<file path="config.mk">
export PLATFORM = sky130hd
export DESIGN_NAME = touch_report_frame_decoder_flat
export DESIGN_NICKNAME = d
export VERILOG_FILES = /design/src/sv/trfd_pkg.sv /design/src/sv/trfd_if.sv /design/src/sv/trfd_datapath.sv /design/src/sv/trfd_ctrl.sv /design/src/sv/touch_report_frame_decoder.sv /design/src/flat_wrapper.sv
export SDC_FILE = /design/constraint.sdc
export NUM_CORES = 1
export LEC_CHECK = 0
export BUFFER_PORTS_ARGS = -buffer_cell sky130_fd_sc_hd__buf_4
export CORE_ASPECT_RATIO = 0.8
export CORE_MARGIN = 8
export CORE_UTILIZATION = 61
export DETAILED_ROUTE_END_ITERATION = 12
export PLACE_DENSITY = 0.91
export SKIP_LAST_GASP = 1
export SLEW_MARGIN = 40
export SYNTH_ARGS = -nofsm -noshare
export SYNTH_HDL_FRONTEND = slang
export SYNTH_SLANG_ARGS = --single-unit
</file>
<file path="constraint.sdc">
create_clock -name i_clk -period 10.8 [get_ports i_clk]
set_input_delay 0.54 -clock i_clk [delete_from_list [all_inputs] [get_ports i_clk]]
set_output_delay 0.54 -clock i_clk [all_outputs]
set_load 0.01 [all_outputs]
</file>
<file path="src/sv/trfd_pkg.sv">
// Shared constants, codes and controller/datapath handshake types for the touch report decoder.
`timescale 1ns / 1ps
`default_nettype none

package trfd_pkg;

    // Contact store depth default and register reset
    localparam int          MaxPointsDefault = 10;
    localparam logic [3:0]  MaxPointsReset   = 4'd10;

    // Status byte layout
    localparam int          ReadyBitPos = 7;
    localparam logic [7:0]  NibbleMask  = 8'h0F;

    // APB register map
    localparam int                   ApbAddrW      = 2;
    localparam int                   ApbDataW      = 32;
    localparam logic [ApbAddrW-1:0]  AddrMaxPoints = '0;

    // Byte offsets inside an 8-byte contact record
    localparam logic [2:0] PosSlot   = 3'd0;
    localparam logic [2:0] PosXLo    = 3'd1;
    localparam logic [2:0] PosXHi    = 3'd2;
    localparam logic [2:0] PosYLo    = 3'd3;
    localparam logic [2:0] PosYHi    = 3'd4;
    localparam logic [2:0] PosRecEnd = 3'd7;

    typedef enum logic [1:0] {
        EV_DOWN   = 2'd0,
        EV_UP     = 2'd1,
        EV_SYNC   = 2'd2,
        EV_REJECT = 2'd3
    } t_event_kind;

    typedef enum logic [2:0] {
        ST_IDLE,
        ST_DECODE,
        ST_REJECT,
        ST_DOWN,
        ST_DOWN_CLOSE,
        ST_SCAN,
        ST_SYNC
    } t_state;

    typedef struct packed {
        logic        capture;
        logic        start_clear;
        logic        load_count;
        logic        set_active;
        logic        take_byte;
        logic        scan_clear;
        logic        scan_next;
        logic        commit;
        logic        emit;
        t_event_kind emit_kind;
        logic        emit_last;
    } t_dp_cmd;

    typedef struct packed {
        logic start;
        logic ready_bit;
        logic too_many;
        logic count_zero;
        logic active;
        logic rec_end;
        logic last_record;
        logic scan_done;
        logic held_present;
        logic out_free;
    } t_dp_status;

endpackage

`default_nettype wire

</file>
<file path="src/sv/trfd_if.sv">
// Valid/ready channel interfaces for report bytes in and contact events out.
`timescale 1ns / 1ps
`default_nettype none

interface trfd_in_if;
    logic       valid;
    logic       ready;
    logic [7:0] data_byte;
    logic       frame_start;

    modport source (output valid, output data_byte, output frame_start, input ready);
    modport sink   (input valid, input data_byte, input frame_start, output ready);
endinterface

interface trfd_out_if;
    logic        valid;
    logic        ready;
    logic [1:0]  event_kind;
    logic [3:0]  slot;
    logic [15:0] pos_x;
    logic [15:0] pos_y;
    logic        last_of_run;

    modport source (output valid, output event_kind, output slot, output pos_x,
                    output pos_y, output last_of_run, input ready);
    modport sink   (input valid, input event_kind, input slot, input pos_x,
                    input pos_y, input last_of_run, output ready);
endinterface

`default_nettype wire

</file>
<file path="src/sv/trfd_datapath.sv">
// Datapath: byte capture, record assembly, slot stores, release scan and event output register.
`timescale 1ns / 1ps
`default_nettype none

module trfd_datapath #(
    parameter int MAX_POINTS = trfd_pkg::MaxPointsDefault
) (
    input  wire logic                 i_clk,
    input  wire logic                 i_rst_n,
    input  wire logic [7:0]           i_data_byte,
    input  wire logic                 i_frame_start,
    input  wire logic [3:0]           i_max_points,
    input  wire trfd_pkg::t_dp_cmd    i_cmd,
    output trfd_pkg::t_dp_status      o_status,
    input  wire logic                 i_out_ready,
    output logic                      o_out_valid,
    output logic [1:0]                o_event_kind,
    output logic [3:0]                o_slot,
    output logic [15:0]               o_pos_x,
    output logic [15:0]               o_pos_y,
    output logic                      o_last_of_run
);

    localparam int         IdxW   = (MAX_POINTS > 1) ? $clog2(MAX_POINTS) : 1;
    localparam int         CntW   = $clog2(MAX_POINTS + 1);
    localparam logic [3:0] MaxPts = 4'(MAX_POINTS);

    // captured input transaction
    logic [7:0]      r_byte;
    logic            r_start;

    // frame state
    logic            r_frame_active;
    logic [CntW-1:0] r_frame_count;
    logic [CntW-1:0] r_held_count;
    logic [2:0]      r_pos_field;
    logic [IdxW-1:0] r_pos_rec;
    logic [3:0]      r_slot;
    logic [15:0]     r_x;
    logic [15:0]     r_y;
    logic [3:0]      r_held_slots  [MAX_POINTS];
    logic [3:0]      r_frame_slots [MAX_POINTS];
    logic [CntW-1:0] r_scan;

    // output register
    logic            r_out_valid;
    logic [1:0]      r_out_kind;
    logic [3:0]      r_out_slot;
    logic [15:0]     r_out_x;
    logic [15:0]     r_out_y;
    logic            r_out_last;

    logic [3:0]      cnt;
    logic [3:0]      lim;
    logic [3:0]      held_cur;
    logic            present;
    logic            close_now;

    assign cnt      = 4'(r_byte & trfd_pkg::NibbleMask);
    assign lim      = (i_max_points < MaxPts) ? i_max_points : MaxPts;
    assign held_cur = r_held_slots[r_scan[IdxW-1:0]];

    always_comb begin
        present = 1'b0;
        for (int j = 0; j < MAX_POINTS; j++) begin
            if ((CntW'(j) < r_frame_count) && (r_frame_slots[j] == held_cur)) begin
                present = 1'b1;
            end
        end
    end

    always_comb begin
        o_status.start        = r_start;
        o_status.ready_bit    = r_byte[trfd_pkg::ReadyBitPos];
        o_status.too_many     = cnt > lim;
        o_status.count_zero   = cnt == 4'd0;
        o_status.active       = r_frame_active;
        o_status.rec_end      = r_pos_field == trfd_pkg::PosRecEnd;
        o_status.last_record  = (CntW'(r_pos_rec) + CntW'(1)) >= r_frame_count;
        o_status.scan_done    = r_scan >= r_held_count;
        o_status.held_present = present;
        o_status.out_free     = !r_out_valid || i_out_ready;
    end

    assign close_now = i_cmd.take_byte && o_status.rec_end && o_status.last_record;

    // control state
    always_ff @(posedge i_clk) begin
        if (!i_rst_n) begin
            r_frame_active <= 1'b0;
            r_frame_count  <= '0;
            r_held_count   <= '0;
            r_pos_field    <= '0;
            r_pos_rec      <= '0;
            r_scan         <= '0;
            r_out_valid    <= 1'b0;
        end else begin
            if (i_cmd.set_active) begin
                r_frame_active <= 1'b1;
            end else if (i_cmd.start_clear || close_now) begin
                r_frame_active <= 1'b0;
            end
            if (i_cmd.load_count) begin
                r_frame_count <= CntW'(cnt);
            end
            if (i_cmd.start_clear) begin
                r_pos_field <= '0;
                r_pos_rec   <= '0;
            end else if (i_cmd.take_byte) begin
                r_pos_field <= r_pos_field + 3'd1;
                if (o_status.rec_end) begin
                    r_pos_rec <= r_pos_rec + IdxW'(1);
                end
            end
            if (i_cmd.scan_clear) begin
                r_scan <= '0;
            end else if (i_cmd.scan_next) begin
                r_scan <= r_scan + CntW'(1);
            end
            if (i_cmd.commit) begin
                r_held_count <= r_frame_count;
            end
            if (i_cmd.emit) begin
                r_out_valid <= 1'b1;
            end else if (i_out_ready) begin
                r_out_valid <= 1'b0;
            end
        end
    end

    // payload
    always_ff @(posedge i_clk) begin
        if (i_cmd.capture) begin
            r_byte  <= i_data_byte;
            r_start <= i_frame_start;
        end
        if (i_cmd.take_byte) begin
            unique case (r_pos_field)
                trfd_pkg::PosSlot: r_slot      <= r_byte[3:0];
                trfd_pkg::PosXLo:  r_x[7:0]    <= r_byte;
                trfd_pkg::PosXHi:  r_x[15:8]   <= r_byte;
                trfd_pkg::PosYLo:  r_y[7:0]    <= r_byte;
                trfd_pkg::PosYHi:  r_y[15:8]   <= r_byte;
                default: ;
            endcase
            if (o_status.rec_end) begin
                r_frame_slots[r_pos_rec] <= r_slot;
            end
        end
        if (i_cmd.commit) begin
            for (int i = 0; i < MAX_POINTS; i++) begin
                r_held_slots[i] <= r_frame_slots[i];
            end
        end
        if (i_cmd.emit) begin
            r_out_kind <= i_cmd.emit_kind;
            r_out_last <= i_cmd.emit_last;
            case (i_cmd.emit_kind)
                trfd_pkg::EV_DOWN: begin
                    r_out_slot <= r_slot;
                    r_out_x    <= r_x;
                    r_out_y    <= r_y;
                end
                trfd_pkg::EV_UP: begin
                    r_out_slot <= held_cur;
                    r_out_x    <= '0;
                    r_out_y    <= '0;
                end
                default: begin
                    r_out_slot <= '0;
                    r_out_x    <= '0;
                    r_out_y    <= '0;
                end
            endcase
        end
    end

    assign o_out_valid   = r_out_valid;
    assign o_event_kind  = r_out_kind;
    assign o_slot        = r_out_slot;
    assign o_pos_x       = r_out_x;
    assign o_pos_y       = r_out_y;
    assign o_last_of_run = r_out_last;

    a_frame_count_max: assert property (@(posedge i_clk) disable iff (!i_rst_n)
        r_frame_count <= CntW'(MAX_POINTS))
        else $error("frame count beyond store depth");

    a_held_count_max: assert property (@(posedge i_clk) disable iff (!i_rst_n)
        r_held_count <= CntW'(MAX_POINTS))
        else $error("held count beyond store depth");

    a_active_nonzero: assert property (@(posedge i_clk) disable iff (!i_rst_n)
        r_frame_active |-> (r_frame_count != '0))
        else $error("open frame with zero contacts");

    a_rec_in_range: assert property (@(posedge i_clk) disable iff (!i_rst_n)
        r_frame_active |-> (CntW'(r_pos_rec) < r_frame_count))
        else $error("record index past announced count");

    a_emit_free: assert property (@(posedge i_clk) disable iff (!i_rst_n)
        i_cmd.emit |-> (!r_out_valid || i_out_ready))
        else $error("event emitted over an untaken event");

endmodule

`default_nettype wire

</file>
<file path="src/sv/trfd_ctrl.sv">
// Controller state machine: sequences byte decode, event emission and the release scan.
`timescale 1ns / 1ps
`default_nettype none

module trfd_ctrl (
    input  wire logic                  i_clk,
    input  wire logic                  i_rst_n,
    input  wire logic                  i_in_valid,
    output logic                       o_in_ready,
    input  wire trfd_pkg::t_dp_status  i_status,
    output trfd_pkg::t_dp_cmd          o_cmd
);

    trfd_pkg::t_state r_state;
    trfd_pkg::t_state n_state;

    always_ff @(posedge i_clk) begin
        if (!i_rst_n) begin
            r_state <= trfd_pkg::ST_IDLE;
        end else begin
            r_state <= n_state;
        end
    end

    always_comb begin
        n_state    = r_state;
        o_in_ready = 1'b0;
        o_cmd      = '0;
        unique case (r_state)
            trfd_pkg::ST_IDLE: begin
                o_in_ready = 1'b1;
                if (i_in_valid) begin
                    o_cmd.capture = 1'b1;
                    n_state       = trfd_pkg::ST_DECODE;
                end
            end
            trfd_pkg::ST_DECODE: begin
                n_state = trfd_pkg::ST_IDLE;
                if (i_status.start) begin
                    o_cmd.start_clear = 1'b1;
                    if (!i_status.ready_bit) begin
                        n_state = trfd_pkg::ST_IDLE;
                    end else if (i_status.too_many) begin
                        n_state = trfd_pkg::ST_REJECT;
                    end else begin
                        o_cmd.load_count = 1'b1;
                        if (i_status.count_zero) begin
                            o_cmd.scan_clear = 1'b1;
                            n_state          = trfd_pkg::ST_SCAN;
                        end else begin
                            o_cmd.set_active = 1'b1;
                        end
                    end
                end else if (i_status.active) begin
                    o_cmd.take_byte = 1'b1;
                    if (i_status.rec_end) begin
                        n_state = i_status.last_record ? trfd_pkg::ST_DOWN_CLOSE
                                                       : trfd_pkg::ST_DOWN;
                    end
                end
            end
            trfd_pkg::ST_REJECT: begin
                if (i_status.out_free) begin
                    o_cmd.emit      = 1'b1;
                    o_cmd.emit_kind = trfd_pkg::EV_REJECT;
                    o_cmd.emit_last = 1'b1;
                    n_state         = trfd_pkg::ST_IDLE;
                end
            end
            trfd_pkg::ST_DOWN: begin
                if (i_status.out_free) begin
                    o_cmd.emit      = 1'b1;
                    o_cmd.emit_kind = trfd_pkg::EV_DOWN;
                    o_cmd.emit_last = 1'b1;
                    n_state         = trfd_pkg::ST_IDLE;
                end
            end
            trfd_pkg::ST_DOWN_CLOSE: begin
                if (i_status.out_free) begin
                    o_cmd.emit       = 1'b1;
                    o_cmd.emit_kind  = trfd_pkg::EV_DOWN;
                    o_cmd.scan_clear = 1'b1;
                    n_state          = trfd_pkg::ST_SCAN;
                end
            end
            trfd_pkg::ST_SCAN: begin
                if (i_status.scan_done) begin
                    n_state = trfd_pkg::ST_SYNC;
                end else if (i_status.held_present) begin
                    o_cmd.scan_next = 1'b1;
                end else if (i_status.out_free) begin
                    o_cmd.emit      = 1'b1;
                    o_cmd.emit_kind = trfd_pkg::EV_UP;
                    o_cmd.scan_next = 1'b1;
                end
            end
            trfd_pkg::ST_SYNC: begin
                if (i_status.out_free) begin
                    o_cmd.emit      = 1'b1;
                    o_cmd.emit_kind = trfd_pkg::EV_SYNC;
                    o_cmd.emit_last = 1'b1;
                    o_cmd.commit    = 1'b1;
                    n_state         = trfd_pkg::ST_IDLE;
                end
            end
            default: begin
                n_state = trfd_pkg::ST_IDLE;
            end
        endcase
    end

endmodule

`default_nettype wire

</file>
<file path="src/sv/touch_report_frame_decoder.sv">
// Top level of the touch report frame decoder: channels, APB register and unit hookup.
// Sequencing: a byte is decoded in the cycle after its transaction; a record's last byte
//   then waits in DOWN or DOWN_CLOSE until the output register is free to take its event.
// Throughput: a byte is taken only in IDLE, after the last one's decode and event; a frame close
//   adds the release scan (one compare pass per cycle, unless an UP event waits) and SYNC.
// Reset (i_rst_n low, synchronous): no frame open, held and frame counts zero,
//   max_points = 10, output register empty. Slot stores are not cleared.
`timescale 1ns / 1ps
`default_nettype none

module touch_report_frame_decoder #(
    parameter int MAX_POINTS = trfd_pkg::MaxPointsDefault
) (
    input  wire logic                           i_clk,
    input  wire logic                           i_rst_n,
    trfd_in_if.sink                             i_byte_ch,
    trfd_out_if.source                          o_event_ch,
    input  wire logic                           psel,
    input  wire logic                           penable,
    input  wire logic                           pwrite,
    input  wire logic [trfd_pkg::ApbAddrW-1:0]  paddr,
    input  wire logic [trfd_pkg::ApbDataW-1:0]  pwdata,
    output logic [trfd_pkg::ApbDataW-1:0]       prdata,
    output logic                                pready
);

    // max_points register: caps the contact count a frame may announce
    logic [3:0]           r_max_points;
    logic                 cfg_write;

    trfd_pkg::t_dp_cmd    cmd;
    trfd_pkg::t_dp_status status;

    // No wait states; a write lands on the access-phase edge.
    assign pready    = 1'b1;
    assign cfg_write = psel && penable && pwrite && pready
                       && (paddr == trfd_pkg::AddrMaxPoints);

    always_ff @(posedge i_clk) begin
        if (!i_rst_n) begin
            r_max_points <= trfd_pkg::MaxPointsReset;
        end else if (cfg_write) begin
            r_max_points <= pwdata[3:0];
        end
    end

    // Unaligned or unmapped addresses read as zero
    assign prdata = (paddr == trfd_pkg::AddrMaxPoints)
                    ? {{(trfd_pkg::ApbDataW - 4){1'b0}}, r_max_points}
                    : '0;

    // Controller: takes one byte transaction at a time, walks decode, emit and scan steps
    trfd_ctrl u_ctrl (
        .i_clk      (i_clk),
        .i_rst_n    (i_rst_n),
        .i_in_valid (i_byte_ch.valid),
        .o_in_ready (i_byte_ch.ready),
        .i_status   (status),
        .o_cmd      (cmd)
    );

    // Datapath: record assembly, slot stores and the output register. The output
    // register decouples the sides, so the next byte is taken while an event waits.
    trfd_datapath #(
        .MAX_POINTS (MAX_POINTS)
    ) u_datapath (
        .i_clk         (i_clk),
        .i_rst_n       (i_rst_n),
        .i_data_byte   (i_byte_ch.data_byte),
        .i_frame_start (i_byte_ch.frame_start),
        .i_max_points  (r_max_points),
        .i_cmd         (cmd),
        .o_status      (status),
        .i_out_ready   (o_event_ch.ready),
        .o_out_valid   (o_event_ch.valid),
        .o_event_kind  (o_event_ch.event_kind),
        .o_slot        (o_event_ch.slot),
        .o_pos_x       (o_event_ch.pos_x),
        .o_pos_y       (o_event_ch.pos_y),
        .o_last_of_run (o_event_ch.last_of_run)
    );

endmodule

`default_nettype wire
</file>
<file path="src/flat_wrapper.sv">
// flat-port wrapper written by rule: the top's interface ports become plain ports
module touch_report_frame_decoder_flat 
#(
    parameter int MAX_POINTS = trfd_pkg::MaxPointsDefault
)
  (i_clk, i_rst_n, psel, penable, pwrite, paddr, pwdata, prdata, pready, i_byte_ch_valid, i_byte_ch_data_byte, i_byte_ch_frame_start, i_byte_ch_ready, o_event_ch_valid, o_event_ch_event_kind, o_event_ch_slot, o_event_ch_pos_x, o_event_ch_pos_y, o_event_ch_last_of_run, o_event_ch_ready);
  trfd_in_if i_byte_ch_i ();
  trfd_out_if o_event_ch_i ();
  input  wire logic i_clk;
  input  wire logic i_rst_n;
  input  wire logic psel;
  input  wire logic penable;
  input  wire logic pwrite;
  input  wire logic [trfd_pkg::ApbAddrW-1:0] paddr;
  input  wire logic [trfd_pkg::ApbDataW-1:0] pwdata;
  output logic [trfd_pkg::ApbDataW-1:0] prdata;
  output logic pready;
  input wire logic [$bits(i_byte_ch_i.valid)-1:0] i_byte_ch_valid;
  input wire logic [$bits(i_byte_ch_i.data_byte)-1:0] i_byte_ch_data_byte;
  input wire logic [$bits(i_byte_ch_i.frame_start)-1:0] i_byte_ch_frame_start;
  output wire logic [$bits(i_byte_ch_i.ready)-1:0] i_byte_ch_ready;
  output wire logic [$bits(o_event_ch_i.valid)-1:0] o_event_ch_valid;
  output wire logic [$bits(o_event_ch_i.event_kind)-1:0] o_event_ch_event_kind;
  output wire logic [$bits(o_event_ch_i.slot)-1:0] o_event_ch_slot;
  output wire logic [$bits(o_event_ch_i.pos_x)-1:0] o_event_ch_pos_x;
  output wire logic [$bits(o_event_ch_i.pos_y)-1:0] o_event_ch_pos_y;
  output wire logic [$bits(o_event_ch_i.last_of_run)-1:0] o_event_ch_last_of_run;
  input wire logic [$bits(o_event_ch_i.ready)-1:0] o_event_ch_ready;
  assign i_byte_ch_i.valid = i_byte_ch_valid;
  assign i_byte_ch_i.data_byte = i_byte_ch_data_byte;
  assign i_byte_ch_i.frame_start = i_byte_ch_frame_start;
  assign i_byte_ch_ready = i_byte_ch_i.ready;
  assign o_event_ch_valid = o_event_ch_i.valid;
  assign o_event_ch_event_kind = o_event_ch_i.event_kind;
  assign o_event_ch_slot = o_event_ch_i.slot;
  assign o_event_ch_pos_x = o_event_ch_i.pos_x;
  assign o_event_ch_pos_y = o_event_ch_i.pos_y;
  assign o_event_ch_last_of_run = o_event_ch_i.last_of_run;
  assign o_event_ch_i.ready = o_event_ch_ready;
  touch_report_frame_decoder #(.MAX_POINTS(MAX_POINTS)) u_core (.i_clk(i_clk), .i_rst_n(i_rst_n), .i_byte_ch(i_byte_ch_i), .o_event_ch(o_event_ch_i), .psel(psel), .penable(penable), .pwrite(pwrite), .paddr(paddr), .pwdata(pwdata), .prdata(prdata), .pready(pready));
endmodule
</file>
### After elaboration in Yosys (flattened, before gate mapping)

Memory sizes are Yosys's and may differ from the RTL's. A register that Yosys moved wholly into a read port is not among the register bits.
Index checks and enable logic that the tools add are counted.

* memory bits (read-only): 0
* memory bits (writable): 80
* memories kept: 2
* latch bits: 0
* register bits after elaboration: 112

Memory list
* u_core.u_datapath.r_frame_slots: depth 10, bits a word 4, read ports 10, clocked after Yosys merged registers in 0, write ports 1, RTL line trfd_datapath.sv:42 `logic [3:0] r_frame_slots [MAX_POINTS];`
* u_core.u_datapath.r_held_slots: depth 10, bits a word 4, read ports 1, clocked after Yosys merged registers in 1, write ports 10, RTL line trfd_datapath.sv:41 `logic [3:0] r_held_slots [MAX_POINTS];`

* $add $sub $neg: 3
* reductions and logical operators: 35
* eq/ne operators: 26
* mux-type cells: 65
* $lt $le $gt $ge: 14
* shift operators: 0
* multipliers: 0
* div/mod/pow operators: 0
* bitwise gates (word level): 1

Operator list (number)
* $mux 3: 16
* $eq 4x4->1: 10
* $mux 1: 34
* $pmux 3 s5: 2
* $mux 4: 7
* $lt 3x4->1 const A: 4
* $eq 3x3->1 const B: 5
* $logic_and 1x1->1: 15
* $eq 3x2->1 const B: 4
* $reduce_and 2->1: 6
* $add 4x1->4 const B: 2
* $ge 4x4->1: 2
* $lt 1x4->1 const A: 2
* $lt 2x4->1 const A: 2
* $lt 4x4->1 const A: 2
* $pmux 4 s2: 1
* $eq 3x1->1 const B: 2
* $logic_not 3->1: 2
* $ne 2x1->1 const B: 3
* $mux 5: 1
* $gt 4x4->1: 1
* $logic_not 2->1: 2
* $logic_not 4->1: 1
* $lt 4x4->1 const B: 1
* 13 further kinds: 17

### Logic depth before layout (Yosys ltp)

Gate-level depths: netlist (run 1).
An unclocked memory read counts as a cell.

* depth in word-level cells: 18
* gate-level depth with buffers: 14
* depth with buffers taken out: 12

### Hierarchy

A second synthesis (run 1) with hierarchy kept.

* cell total of the unflattened synthesis: 671
* area total of the unflattened synthesis: 9071.2 um^2

By module, submodules not included
* trfd_datapath: area each 8254.2 um^2, times used 1, seq. area each 5425.2 um^2, cells an instance 560
* touch_report_frame_decoder: area each 432.9 um^2, times used 1, seq. area each 80.1 um^2, cells an instance 55
* trfd_ctrl: area each 384.1 um^2, times used 1, seq. area each 60.1 um^2, cells an instance 56

### Worst setup path before layout (run 1)

Ideal clock, no wire load.

* kind: register -> register
* start point: reg with a tool-made name
* end point: reg u_core.u_datapath.r_out_kind[0] (netlist: u_core.u_datapath.o_event_kind[0]) (enable)
* slack: 6.799 ns
* arrival: 3.606 ns
* stages on the path, launching flop included: 12
* library setup time: 0.395 ns
* clock period less this slack: 4.001 ns
* cells stage by stage: dfxtp_1 -> buf_6 -> mux2i_1 -> mux4_2 -> buf_6 -> mux2_4 -> a41oi_2 -> o32ai_1 -> a211oi_2 -> a32oi_2 -> nor4_4 -> a21o_1

RTL lines
* end signal, assigned: RTL line trfd_datapath.sv:156 `r_out_kind <= i_cmd.emit_kind;`
* end, declared: RTL line trfd_datapath.sv:47 `logic [1:0] r_out_kind;`

==> results of run 1 <==
==> registers in the layout, summed over array words and instances, names as in the netlist, 2 cells and up, named ones only <==
signal                           cells
u_core.u_datapath.r_frame_count      4
u_core.u_datapath.r_pos_rec          4
u_core.u_ctrl.r_state                3
u_core.u_datapath.r_held_count       4
u_core.r_max_points                  4
u_core.u_datapath.r_pos_field        3
u_core.u_datapath.o_event_kind       2
u_core.u_datapath.o_slot             4
u_core.u_datapath.o_pos_y           16
u_core.u_datapath.r_scan             4
u_core.u_datapath.r_slot             4
u_core.u_datapath.r_held_slots      40
u_core.u_datapath.r_y               16
u_core.u_datapath.o_pos_x           16
u_core.u_datapath.r_x               16
u_core.u_datapath.r_byte             8
u_core.u_datapath.r_frame_slots     40
==> area by class of cell <==
| cell class | instances | area (um2) | share of cell area, % |
|---|---|---|---|
| Tap cell | 184 | 230 | 2.27 |
| Multi-Input combinational cell | 425 | 3100 | 30.6 |
| Clock buffer | 17 | 425 | 4.19 |
| Clock inverter | 15 | 194 | 1.91 |
| Sequential cell | 196 | 5570 | 54.9 |
| Inverter | 22 | 82.6 | 0.814 |
| Timing Repair Buffer | 72 | 541 | 5.33 |
==> report_power, final <==
group          leakage, nW  switching (mW)  internal, mW
Clock                0.304           0.285         0.372
Sequential            1.74          0.0133         0.827
Combinational         1.66          0.0360        0.0237
Total                 3.70           0.334          1.22
==> stage by stage <==
stage / hold WS [ns] / power, mW / instance area, um2 / utilization (%) / worst slack [ns]
finish: 0.279 / 1.56 / 10100 / 70.7 / 6.37
global route: 0.263 / 1.59 / 10100 / 70.7 / 6.20
global placement: 0.446 / 0.910 / 9510 / 66.3 / 6.54
floorplan: 0.436 / 0.892 / 9090 / - / 6.80
CTS: 0.265 / 1.56 / 10100 / 70.7 / 6.40
detailed placement: 0.449 / 0.914 / 9520 / 66.4 / 6.43
==> cell families after synthesis <==
| group | after synthesis | share of synthesized area [%] |
|---|---|---|
| xor gates and xnor gates | 70 | 6.82 |
| adders and majority gates | 23 | 3.20 |
| and+or+nand+nor | 179 | 11.7 |
| other | 2 | 0.0836 |
| buffers and inverters | 71 | 4.73 |
| muxes | 37 | 4.68 |
| DFF | 196 | 61.9 |
| AOI/OAI and AO/OA | 87 | 6.85 |
==> critical path, delay by kind of cell, from the launching register on <==
family / cells / cell delay, ns
AOI/OAI and AO/OA: 5 / 0.99
buffers and inverters: 2 / 0.77
DFF: 1 / 0.32
muxes: 3 / 1.27
and+or+nand+nor: 1 / 0.69
==> placed cells by master (no fill, tap or decap), drive strengths merged, types with 4 or more instances in the layout <==
cell	n
o21ai	21
nand2	37
nand2b	7
o41ai	5
xnor2	42
and2	48
a31oi	4
nor2	32
xor2	28
nand3	9
mux2	7
conb	29
buf	72
clkinv	5
a21o	4
nor2b	6
or3	5
ha	23
nor3	8
edfxtp	164
nor4	4
inv	28
clkbuf	17
dfxtp	32
mux2i	28
a21oi	18
and3	7
==> layer usage <==
layer  track usage, %  part of all wire, %  vias up
li1                 -                    -     2506
met1             28.0                   39     2706
met2             33.5                   48      346
met3             5.63                   10       51
met4             7.54                  2.2        0
met5                0                    0        -
==> worst max path at each step <==
stage	end	slack [ns]	cells after the start
final	u_core.u_datapath.o_pos_x[0]	6.37	11
after global routing	u_core.u_datapath.o_pos_y[15]	6.20	11
after CTS	u_core.u_datapath.o_pos_x[0]	6.40	11
after detailed placement	u_core.u_datapath.o_pos_y[11]	6.43	11
after global placement	u_core.u_datapath.o_pos_y[10]	6.54	11
after floorplan	u_core.u_datapath.o_event_kind[0]	6.80	11
==> results by group, run 1 <==
Outcome
  • Run status: finished, final reports clean

Power
  • Standby leakage power: 3.70 nW
  • P per Cell Area: 153 nW/um2
  • Worst vdd ir: 0.000113 V

Yosys
  • Top cells by area, synth: edfxtp_1 55%, dfxtp_1 7.1%, xnor2_1 4.1%, ha_1 3.2%, mux2i_1 3.0%
  • Yosys top cell by area: edfxtp_1
  • Mapped Area: 8980 um2
  • Number of synthesized flops with an enable pin: 164
  • #FFs+latches synth: 196
  • Sequential cell area fraction in the yosys report: 61.9%
  • Post-synthesis area per instance: 13.5 um2
  • Synth Instances: 665
  • Synth top cells by count: 164 x edfxtp_1, 42 x xnor2_1, 37 x nand2_1
  • Share of flip-flops with an asynchronous set or reset: 0%
  • Top cell type's share of synthesized area: 54.8%
  • Yosys warns: 0
  • Most frequent cell after synthesis: edfxtp_1
  • Yosys cell types: 68
  • Ys flop type: edfxtp_1

Critical path
  • Worst path cell trace: buf_4, mux2i_1, mux4_2, mux2_4, a41oi_2, o32ai_1, a211oi_2, a32oi_2, nor4_4, a21o_1, buf_4
  • Reg2reg end: u_core.u_datapath.o_pos_x[0]
  • Arrival @ worst endpoint: 4.49 ns
  • Slowest cell on crit path: nor4_4
  • FF-to-FF path depth: 11
  • Startpoint types: flip-flop
  • Reg-to-reg slack, setup: 6.37 ns
  • Crit path kind: reg2reg
  • Nature of the critical path endpoint: flip-flop
  • Most frequent CP cell: buf_4
  • Critical path data required time: 10.87 ns
  • Crit-path max FO: 39
  • Crit-path max cell delay: 0.69 ns

Clock network
  • Post-CTS setup buffer count: 0
  • TritonCTS clock tree: done
  • CTS hold repair buffers: 0
  • Clk sinks: 196
  • Clock Latency Late Sink: 0.43 ns
  • Clk root buf: clkbuf_16
  • H-tree depth: 4
  • CTS Buf Count: 17
  • Number of cells upsized or downsized after cts: 0
  • CTS max path bufs: 2
  • Clk pin slew, worst setup/hold paths: 0.07 ns

Timing
  • Slew margin rel.: 49.2%
  • Tcrit/Tclk final: 41.0%
  • Fmax: 226 MHz
  • Final Skew: 0.0110 ns
  • Slew Limit Fails: 0
  • Final hold vios: 0
  • Final setup fails: 0
  • Worst Max-Slew Pin Slew: 0.759 ns
  • Setup tns final: 0 ns
  • RSZ-0062 raised after global routing: no
  • Crit path time final: 4.43 ns

Place
  • Port Buffers: 66
  • Placed cells: 899
  • Detailed placer's ending HPWL: 13.9 mm
  • Placer Congestion: 0.884

Detailed routing
  • First DRT Iteration DRCs: 751
  • ANT nets after route: 0
  • Avg WL per Cell: 21.5 um
  • Drt via density: 6.02
  • Detailed-route wire length: 20.0 mm
  • Drt first pass iters: 6
  • DR DRC count: 0
  • Via total after detailed routing: 5,609

Layout
  • Final non-filler cell total: 931
  • Final nets: 807
  • Area grow syn2layout: 12.9%
  • Filler Cell Count: 923
  • Share of cells above drive strength 1: 20.6%
  • Diodes inserted: 0

Floorplanning
  • Die ar.: 18,900 um2
  • Placement row count: 39
  • Core box area: 14,300 um2
  • IO Pins: 124
  • Height of the die: 125 um
  • Initial Utilization: 62.6%
  • Width of the die: 152 um

Worst hold path
  • Min-Delay Path Depth: 1
  • Hold EP: u_core.u_datapath.r_byte[2]
  • Hold path startpoint: i_byte_ch_data_byte[2]
  • Min-Delay Path Class: in2reg

GRT
  • Initial antenna violation count: 0
  • Number of global-route vias before repair: 5,688
  • Wire length of the first global-routing pass: 30.8 mm
  • Largest net degree at the start of global routing: 45
  • GRT Util Overall: 21.4%
  • GR Overflow Total: 0

Run
  • Max cap viols: 0
No activity file was read; power rests on OpenSTA's default activity.
==> run 2: changes to the inputs <==
- CORE_UTILIZATION: 61 -> 52
- PLACE_DENSITY: 0.91 -> 0.83
- clock period: 10.8 -> 4 ns (I/O delays scaled with it)
==> results by group, run 2 (same netlist as run 1, synthesis figures left out) <==
Outcome
  • Run status: finished, final reports clean (unchanged)

Place
  • Detailed placer's ending HPWL: 13.9 mm (about the same)
  • Placer Congestion: 0.887 (was 0.884)
  • Place WS: 0.120 ns (was 6.43 ns)
  • Post-DP Area: 9710 um2 (was 9520 um2)
  • Port Buffers: 66 (unchanged)

Critical path
  • Crit-path max FO: 16 (was 39)
  • Startpoint types: flip-flop (unchanged)
  • Arrival @ worst endpoint: 4.15 ns (was 4.49 ns)
  • Reg2reg end: u_core.u_datapath.o_pos_y[14] (was u_core.u_datapath.o_pos_x[0])
  • FF-to-FF path depth: 12 (was 11)
  • Crit path kind: reg2reg (unchanged)
  • Reg-to-reg slack, setup: 0.17 ns (was 6.37 ns)
  • Nature of the critical path endpoint: flip-flop (unchanged)
  • Worst setup endpoint: u_core.u_datapath.o_pos_y[14] (was u_core.u_datapath.o_pos_x[0])
  • Critical path data required time: 4.32 ns (was 10.87 ns)

Power
  • Seq pwr share: 54.2% (was 54.0%)
  • Switching Share: 24.2% (was 21.5%)
  • Total power draw: 4.18 mW (was 1.56 mW)
  • Pint: 3.17 mW (was 1.22 mW)
  • Standby leakage power: 3.84 nW (was 3.70 nW)
  • Combinational share of power: 4.2% (was 3.8%)
  • Worst vdd ir: 0.000300 V (was 0.000113 V)
  • Clock Power Share: 41.6% (was 42.2%)
  • Net Switching: 1.01 mW (was 0.334 mW)
  • P per Cell Area: 397 nW/um2 (was 153 nW/um2)

Detailed routing
  • DR DRC count: 0 (unchanged)
  • Drt first pass iters: 6 (unchanged)
  • Drt via density: 5.65 (was 6.02)
  • Via total after detailed routing: 5,677 (was 5,609)
  • First DRT Iteration DRCs: 699 (was 751)
  • ANT nets after route: 0 (unchanged)
  • Avg WL per Cell: 20.2 um (was 21.5 um)
  • Detailed-route wire length: 20.3 mm (was 20.0 mm)

GRT
  • GRT Util Overall: 18.8% (was 21.4%)
  • GR Overflow Total: 0 (unchanged)
  • Largest net degree at the start of global routing: 45 (unchanged)
  • Initial antenna violation count: 0 (unchanged)
  • Wire length of the first global-routing pass: 31.4 mm (was 30.8 mm)
  • Number of global-route vias before repair: 5,581 (was 5,688)

Timing
  • Final WS setup: 0.173 ns (was 6.37 ns)
  • Final hold vios: 0 (unchanged)
  • Slew Limit Fails: 0 (unchanged)
  • Final setup fails: 0 (unchanged)
  • Setup tns final: 0 ns (unchanged)
  • Tcrit/Tclk final: 95.7% (was 41.0%)
  • Final Skew: 0.0157 ns (was 0.0110 ns)
  • Fmax: 261 MHz (was 226 MHz)
  • Worst Max-Slew Pin Slew: 0.644 ns (was 0.759 ns)
  • Crit path time final: 3.83 ns (was 4.43 ns)
  • Slew margin rel.: 57.0% (was 49.2%)

Clock network
  • Clk root buf: clkbuf_16 (unchanged)
  • H-tree depth: 4 (unchanged)
  • CTS max path bufs: 2 (unchanged)
  • Clk sinks: 196 (unchanged)
  • Clock Latency Late Sink: 0.45 ns (was 0.43 ns)
  • Clk pin slew, worst setup/hold paths: 0.08 ns (was 0.07 ns)
  • TritonCTS clock tree: done (unchanged)
  • CTS Buf Count: 17 (unchanged)

Layout
  • Most frequent cells in the layout: 164 x edfxtp_1, 84 x buf_4, 42 x xnor2_1 (was 164 x edfxtp_1, 72 x buf_4, 42 x xnor2_1)
  • Diodes inserted: 0 (unchanged)
  • Commonest non-fill, non-tap cell in the layout: edfxtp_1 (unchanged)
  • Share of cells above drive strength 1: 22.0% (was 20.6%)
  • Core Util, Final: 61.5% (was 70.7%)
  • Final nets: 839 (was 807)
  • Design area: 10,500 um2 (was 10,100 um2)
  • Top Registers: u_core.u_datapath.r_frame_slots x40, u_core.u_datapath.r_held_slots x40 (unchanged)
  • Area grow syn2layout: 17.2% (was 12.9%)
  • Filler Cell Count: 1,230 (was 923)

Floorplanning
  • Die ar.: 21,800 um2 (was 18,900 um2)
  • Placement row count: 43 (was 39)
  • IO Pins: 124 (unchanged)
  • Width of the die: 163 um (was 152 um)
  • Height of the die: 134 um (was 125 um)
  • Core box area: 17,100 um2 (was 14,300 um2)
  • Initial Utilization: 52.5% (was 62.6%)

Worst hold path
  • Min-Delay Path Depth: 3 (was 1)
  • Min-Delay Path Class: in2reg (unchanged)

Run
  • Max cap viols: 0 (unchanged)
## run 2: repair_timing
action	in CTS	in global routing
setup endpoints to repair	0	32
hold buffers	15	0
endpoints found under the hold margin	13	0
setup buffers	0	2
resized for setup	0	2
## run 2: through the flow
step	hold WS, ns	cells
after global routing	0.0803	1004
final	0.0816	1004
after floorplan	0.262	692
after CTS	0.0593	1001
after detailed placement	0.379	954
after global placement	0.378	954
## run 2: final cells by class
class	instances	area [um2]	area share [%]
timing repair buffer	103	861	8.17
clock inverter	15	200	1.90
sequential	196	5570	52.9
inverter	22	82.6	0.784
multi-input combinational	426	3110	29.6
tap	225	282	2.67
clock buffer	17	425	4.04
## run 2: worst max-delay path: stages (launching register included)
cell and delay [ns]:
dfxtp_1 0.58, buf_4 0.22, mux2_2 0.44, nand2_1 0.26
o21a_1 0.34, xnor2_1 0.12, o41ai_1 0.46, a211oi_2 0.09
a32oi_2 0.35, nor4_4 0.09, buf_4 0.18, nor2_4 0.37
and2_4 0.22
## run 2: power by group through the flow
stage          Sequential (mW)  Clock, mW  Combinational, mW
2_1_floorplan             2.30          0              0.107
3_3_place_gp              2.31          0              0.155
3_5_place_dp              2.31          0              0.161
4_1_cts                   2.27       1.76              0.173
5_1_grt                   2.27       1.84              0.190
6_report                  2.27       1.74              0.177
## run 2: worst min path at each step
stage / startpoint / to / slack [ns]
2_1_floorplan: i_rst_n / u_core.r_max_points[1] / 0.26
3_3_place_gp: i_byte_ch_data_byte[1] / u_core.u_datapath.r_byte[1] / 0.38
3_5_place_dp: i_byte_ch_data_byte[5] / u_core.u_datapath.r_byte[5] / 0.38
4_1_cts: i_rst_n / u_core.u_ctrl.r_state[0] / 0.06
5_1_grt: i_rst_n / u_core.u_ctrl.r_state[0] / 0.08
6_report: i_rst_n / u_core.u_ctrl.r_state[0] / 0.08
## run 2: per-layer routing
metal | up-vias | part of all wire, % | global-route usage, %
li1 | 2567 | - | -
met1 | 2778 | 43 | 25.7
met2 | 286 | 47 | 29.3
met3 | 46 | 8.3 | 4.38
met4 | 0 | 2.1 | 5.90
met5 | - | 0 | 0
==> run 3: changes to the inputs <==
- ABC_AREA: default -> 1
==> results by group, run 3 <==
Worst hold path
  • Min-Delay Path Depth: 3 (unchanged)
  • Min-Delay Path Class: in2reg (unchanged)
  • Hold path startpoint: pwdata[2] (was i_rst_n)
  • Hold EP: u_core.r_max_points[2] (was u_core.u_ctrl.r_state[0])

Floorplanning
  • Initial Utilization: 52.6% (was 52.5%)
  • Height of the die: 131 um (was 134 um)
  • Core box area: 16,300 um2 (was 17,100 um2)
  • Die ar.: 20,900 um2 (was 21,800 um2)
  • Placement row count: 42 (was 43)
  • IO Pins: 124 (unchanged)
  • Width of the die: 160 um (was 163 um)

Detailed routing
  • First DRT Iteration DRCs: 651 (was 699)
  • Drt first pass iters: 5 (was 6)
  • ANT nets after route: 0 (unchanged)
  • Via total after detailed routing: 5,956 (was 5,677)
  • Detailed-route wire length: 19.4 mm (was 20.3 mm)
  • Avg WL per Cell: 17.2 um (was 20.2 um)
  • Drt via density: 5.28 (was 5.65)
  • DR DRC count: 0 (unchanged)

Yosys
  • Yosys warns: 0 (unchanged)
  • Synth Instances: 804 (was 665)
  • Most frequent cell after synthesis: edfxtp_1 (unchanged)
  • Sequential cell area fraction in the yosys report: 64.8% (was 61.9%)
  • Yosys cell types: 34 (was 68)
  • Mapped Area: 8590 um2 (was 8980 um2)
  • Synth top cells by count: 164 x edfxtp_1, 136 x nand2_1, 127 x inv_1 (was 164 x edfxtp_1, 42 x xnor2_1, 37 x nand2_1)
  • Share of flip-flops with an asynchronous set or reset: 0% (unchanged)
  • Number of synthesized flops with an enable pin: 164 (unchanged)
  • Post-synthesis area per instance: 10.7 um2 (was 13.5 um2)
  • Ys flop type: edfxtp_1 (unchanged)
  • Top cell type's share of synthesized area: 57.3% (was 54.8%)
  • #FFs+latches synth: 196 (unchanged)
  • Yosys top cell by area: edfxtp_1 (unchanged)
  • Top cells by area, synth: edfxtp_1 57%, dfxtp_1 7.5%, nand2_1 5.9%, inv_1 5.5%, nor2_1 4.1% (was edfxtp_1 55%, dfxtp_1 7.1%, xnor2_1 4.1%, ha_1 3.2%, mux2i_1 3.0%)

Clock network
  • H-tree depth: 4 (unchanged)
  • Number of cells upsized or downsized after cts: 0 (unchanged)
  • CTS max path bufs: 2 (unchanged)
  • Post-CTS setup buffer count: 0 (unchanged)
  • Clk root buf: clkbuf_16 (unchanged)
  • CTS hold repair buffers: 11 (was 15)
  • Clk pin slew, worst setup/hold paths: 0.08 ns (about the same)
  • Clk sinks: 196 (unchanged)
  • CTS Buf Count: 17 (unchanged)
  • TritonCTS clock tree: done (unchanged)
  • Clock Latency Late Sink: 0.45 ns (about the same)

GRT
  • GR Overflow Total: 0 (unchanged)
  • Initial antenna violation count: 0 (unchanged)
  • Wire length of the first global-routing pass: 30.1 mm (was 31.4 mm)
  • Number of global-route vias before repair: 5,779 (was 5,581)
  • GRT Util Overall: 18.7% (was 18.8%)
  • Largest net degree at the start of global routing: 37 (was 45)

Layout
  • Area grow syn2layout: 16.5% (was 17.2%)
  • Share of cells above drive strength 1: 13.7% (was 22.0%)
  • Most frequent cells in the layout: 164 x edfxtp_1, 136 x nand2_1, 127 x inv_1 (was 164 x edfxtp_1, 84 x buf_4, 42 x xnor2_1)
  • Core Util, Final: 61.2% (was 61.5%)
  • Commonest non-fill, non-tap cell in the layout: edfxtp_1 (unchanged)
  • Diodes inserted: 0 (unchanged)
  • Final nets: 968 (was 839)
  • Top Registers: u_core.u_datapath.r_frame_slots x40, u_core.u_datapath.r_held_slots x40 (unchanged)

Critical path
  • Arrival @ worst endpoint: 3.75 ns (was 4.15 ns)
  • Reg2reg end: u_core.u_datapath.o_slot[2] (was u_core.u_datapath.o_pos_y[14])
  • Crit path kind: reg2reg (unchanged)
  • Startpoint types: flip-flop (unchanged)
  • Critical path data required time: 4.25 ns (was 4.32 ns)
  • Nature of the critical path endpoint: flip-flop (unchanged)
  • Crit-path max FO: 36 (was 16)
  • FF-to-FF path depth: 19 (was 12)
  • Reg-to-reg slack, setup: 0.51 ns (was 0.17 ns)

Power
  • Clock Power Share: 40.5% (was 41.6%)
  • Standby leakage power: 4.16 nW (was 3.84 nW)
  • Pint: 3.17 mW (about the same)
  • Net Switching: 1.03 mW (was 1.01 mW)
  • P per Cell Area: 420 nW/um2 (was 397 nW/um2)
  • Total power draw: 4.21 mW (was 4.18 mW)
  • Seq pwr share: 54.2% (about the same)
  • Switching Share: 24.6% (was 24.2%)
  • Worst vdd ir: 0.000348 V (was 0.000300 V)
  • Combinational share of power: 5.3% (was 4.2%)

Place
  • Port Buffers: 66 (unchanged)
  • Placer Congestion: 0.883 (was 0.887)
  • Detailed placer's ending HPWL: 13.6 mm (was 13.9 mm)

Timing
  • Worst Max-Slew Pin Slew: 0.779 ns (was 0.644 ns)
  • Crit path time final: 3.49 ns (was 3.83 ns)
  • Final Skew: 0.0155 ns (was 0.0157 ns)
  • Setup tns final: 0 ns (unchanged)
  • Tcrit/Tclk final: 87.3% (was 95.7%)
  • RSZ-0062 raised after global routing: no
  • Slew Limit Fails: 0 (unchanged)
  • Hold WS: 0.0498 ns (was 0.0816 ns)
  • Final setup fails: 0 (unchanged)
  • Slew margin rel.: 47.9% (was 57.0%)
  • Fmax: 286 MHz (was 261 MHz)
  • Final hold vios: 0 (unchanged)

Run
  • Max cap viols: 0 (unchanged)

Outcome
  • Run status: finished, final reports clean (unchanged)
[run 3: logic make-up (layout without fill, tap and decap cells)]
kind of cell | count (synthesis) | in the layout | synth area share [%]
AO/OA/AOI/OAI | 76 | 76 | 4.75
XOR/XNOR | 23 | 23 | 2.35
adder cells (fa/ha/maj) | 23 | 23 | 3.35
buffers and inverters | 171 | 248 | 9.19
flip-flops | 196 | 196 | 64.8
other | 2 | 29 | 0.0874
AND/OR/NAND/NOR | 313 | 313 | 15.5
[run 3: layout make-up]
| cell class | instances | area, um2 |
|---|---|---|
| Fill cell | 1245 | 6340 |
| Sequential cell | 196 | 5570 |
| Multi-Input combinational cell | 464 | 2370 |
| Timing Repair Buffer | 84 | 698 |
| Inverter | 132 | 495 |
| Clock buffer | 17 | 425 |
| Tap cell | 220 | 275 |
| Clock inverter | 15 | 178 |
[run 3: power groups by stage]
stage	registers, mW	clock network (mW)	logic, mW
6_report	2.28	1.70	0.223
3_3_place_gp	2.32	0	0.198
4_1_cts	2.28	1.72	0.219
2_1_floorplan	2.32	0	0.124
3_5_place_dp	2.33	0	0.206
5_1_grt	2.28	1.81	0.242
[run 3: worst max path at each step]
stage,from,endpoint,slack (ns),cells after the start
2_1_floorplan,flip-flop,u_core.u_datapath.o_event_kind[0],0.48,14
3_3_place_gp,flip-flop,u_core.u_datapath.o_pos_x[13],0.75,17
3_5_place_dp,flip-flop,u_core.u_datapath.o_slot[2],0.62,19
4_1_cts,flip-flop,u_core.u_datapath.o_slot[2],0.56,19
5_1_grt,flip-flop,u_core.u_datapath.o_pos_x[2],0.18,19
6_report,flip-flop,u_core.u_datapath.o_slot[2],0.51,19
[run 3: critical path: stages, from the launching register on]
cell,delay (ns)
dfxtp_1,0.33
inv_2,0.26
nand2_1,0.09
nand2_1,0.07
nand2_1,0.05
nand3_1,0.09
nand3_1,0.17
nand2_1,0.45
inv_1,0.18
nand2_1,0.10
nand2_1,0.05
nor2_1,0.09
nand2_1,0.09
nand2_1,0.10
nor2_1,0.05
nand3_1,0.08
nand2_1,0.11
nand3_2,0.20
nand3_4,0.41
o22ai_1,0.33
[run 3: layer usage]
metal	global-route usage [%]	vias up	share of wire [%]
li1	-	2776	-
met5	0	-	0
met1	23.1	2849	41
met2	31.2	295	49
met3	5.51	36	8.9
met4	6.75	0	1.9
[run 3: per-stage QoR]
| stage | instances | setup slack [ns] | instance area [um2] |
|---|---|---|---|
| floorplan | 831 | 0.485 | 8690 |
| global placement | 1083 | 0.749 | 9240 |
| detailed placement | 1085 | 0.620 | 9290 |
| CTS | 1128 | 0.564 | 10000 |
| global route | 1128 | 0.179 | 10000 |
| finish | 1128 | 0.507 | 10000 |
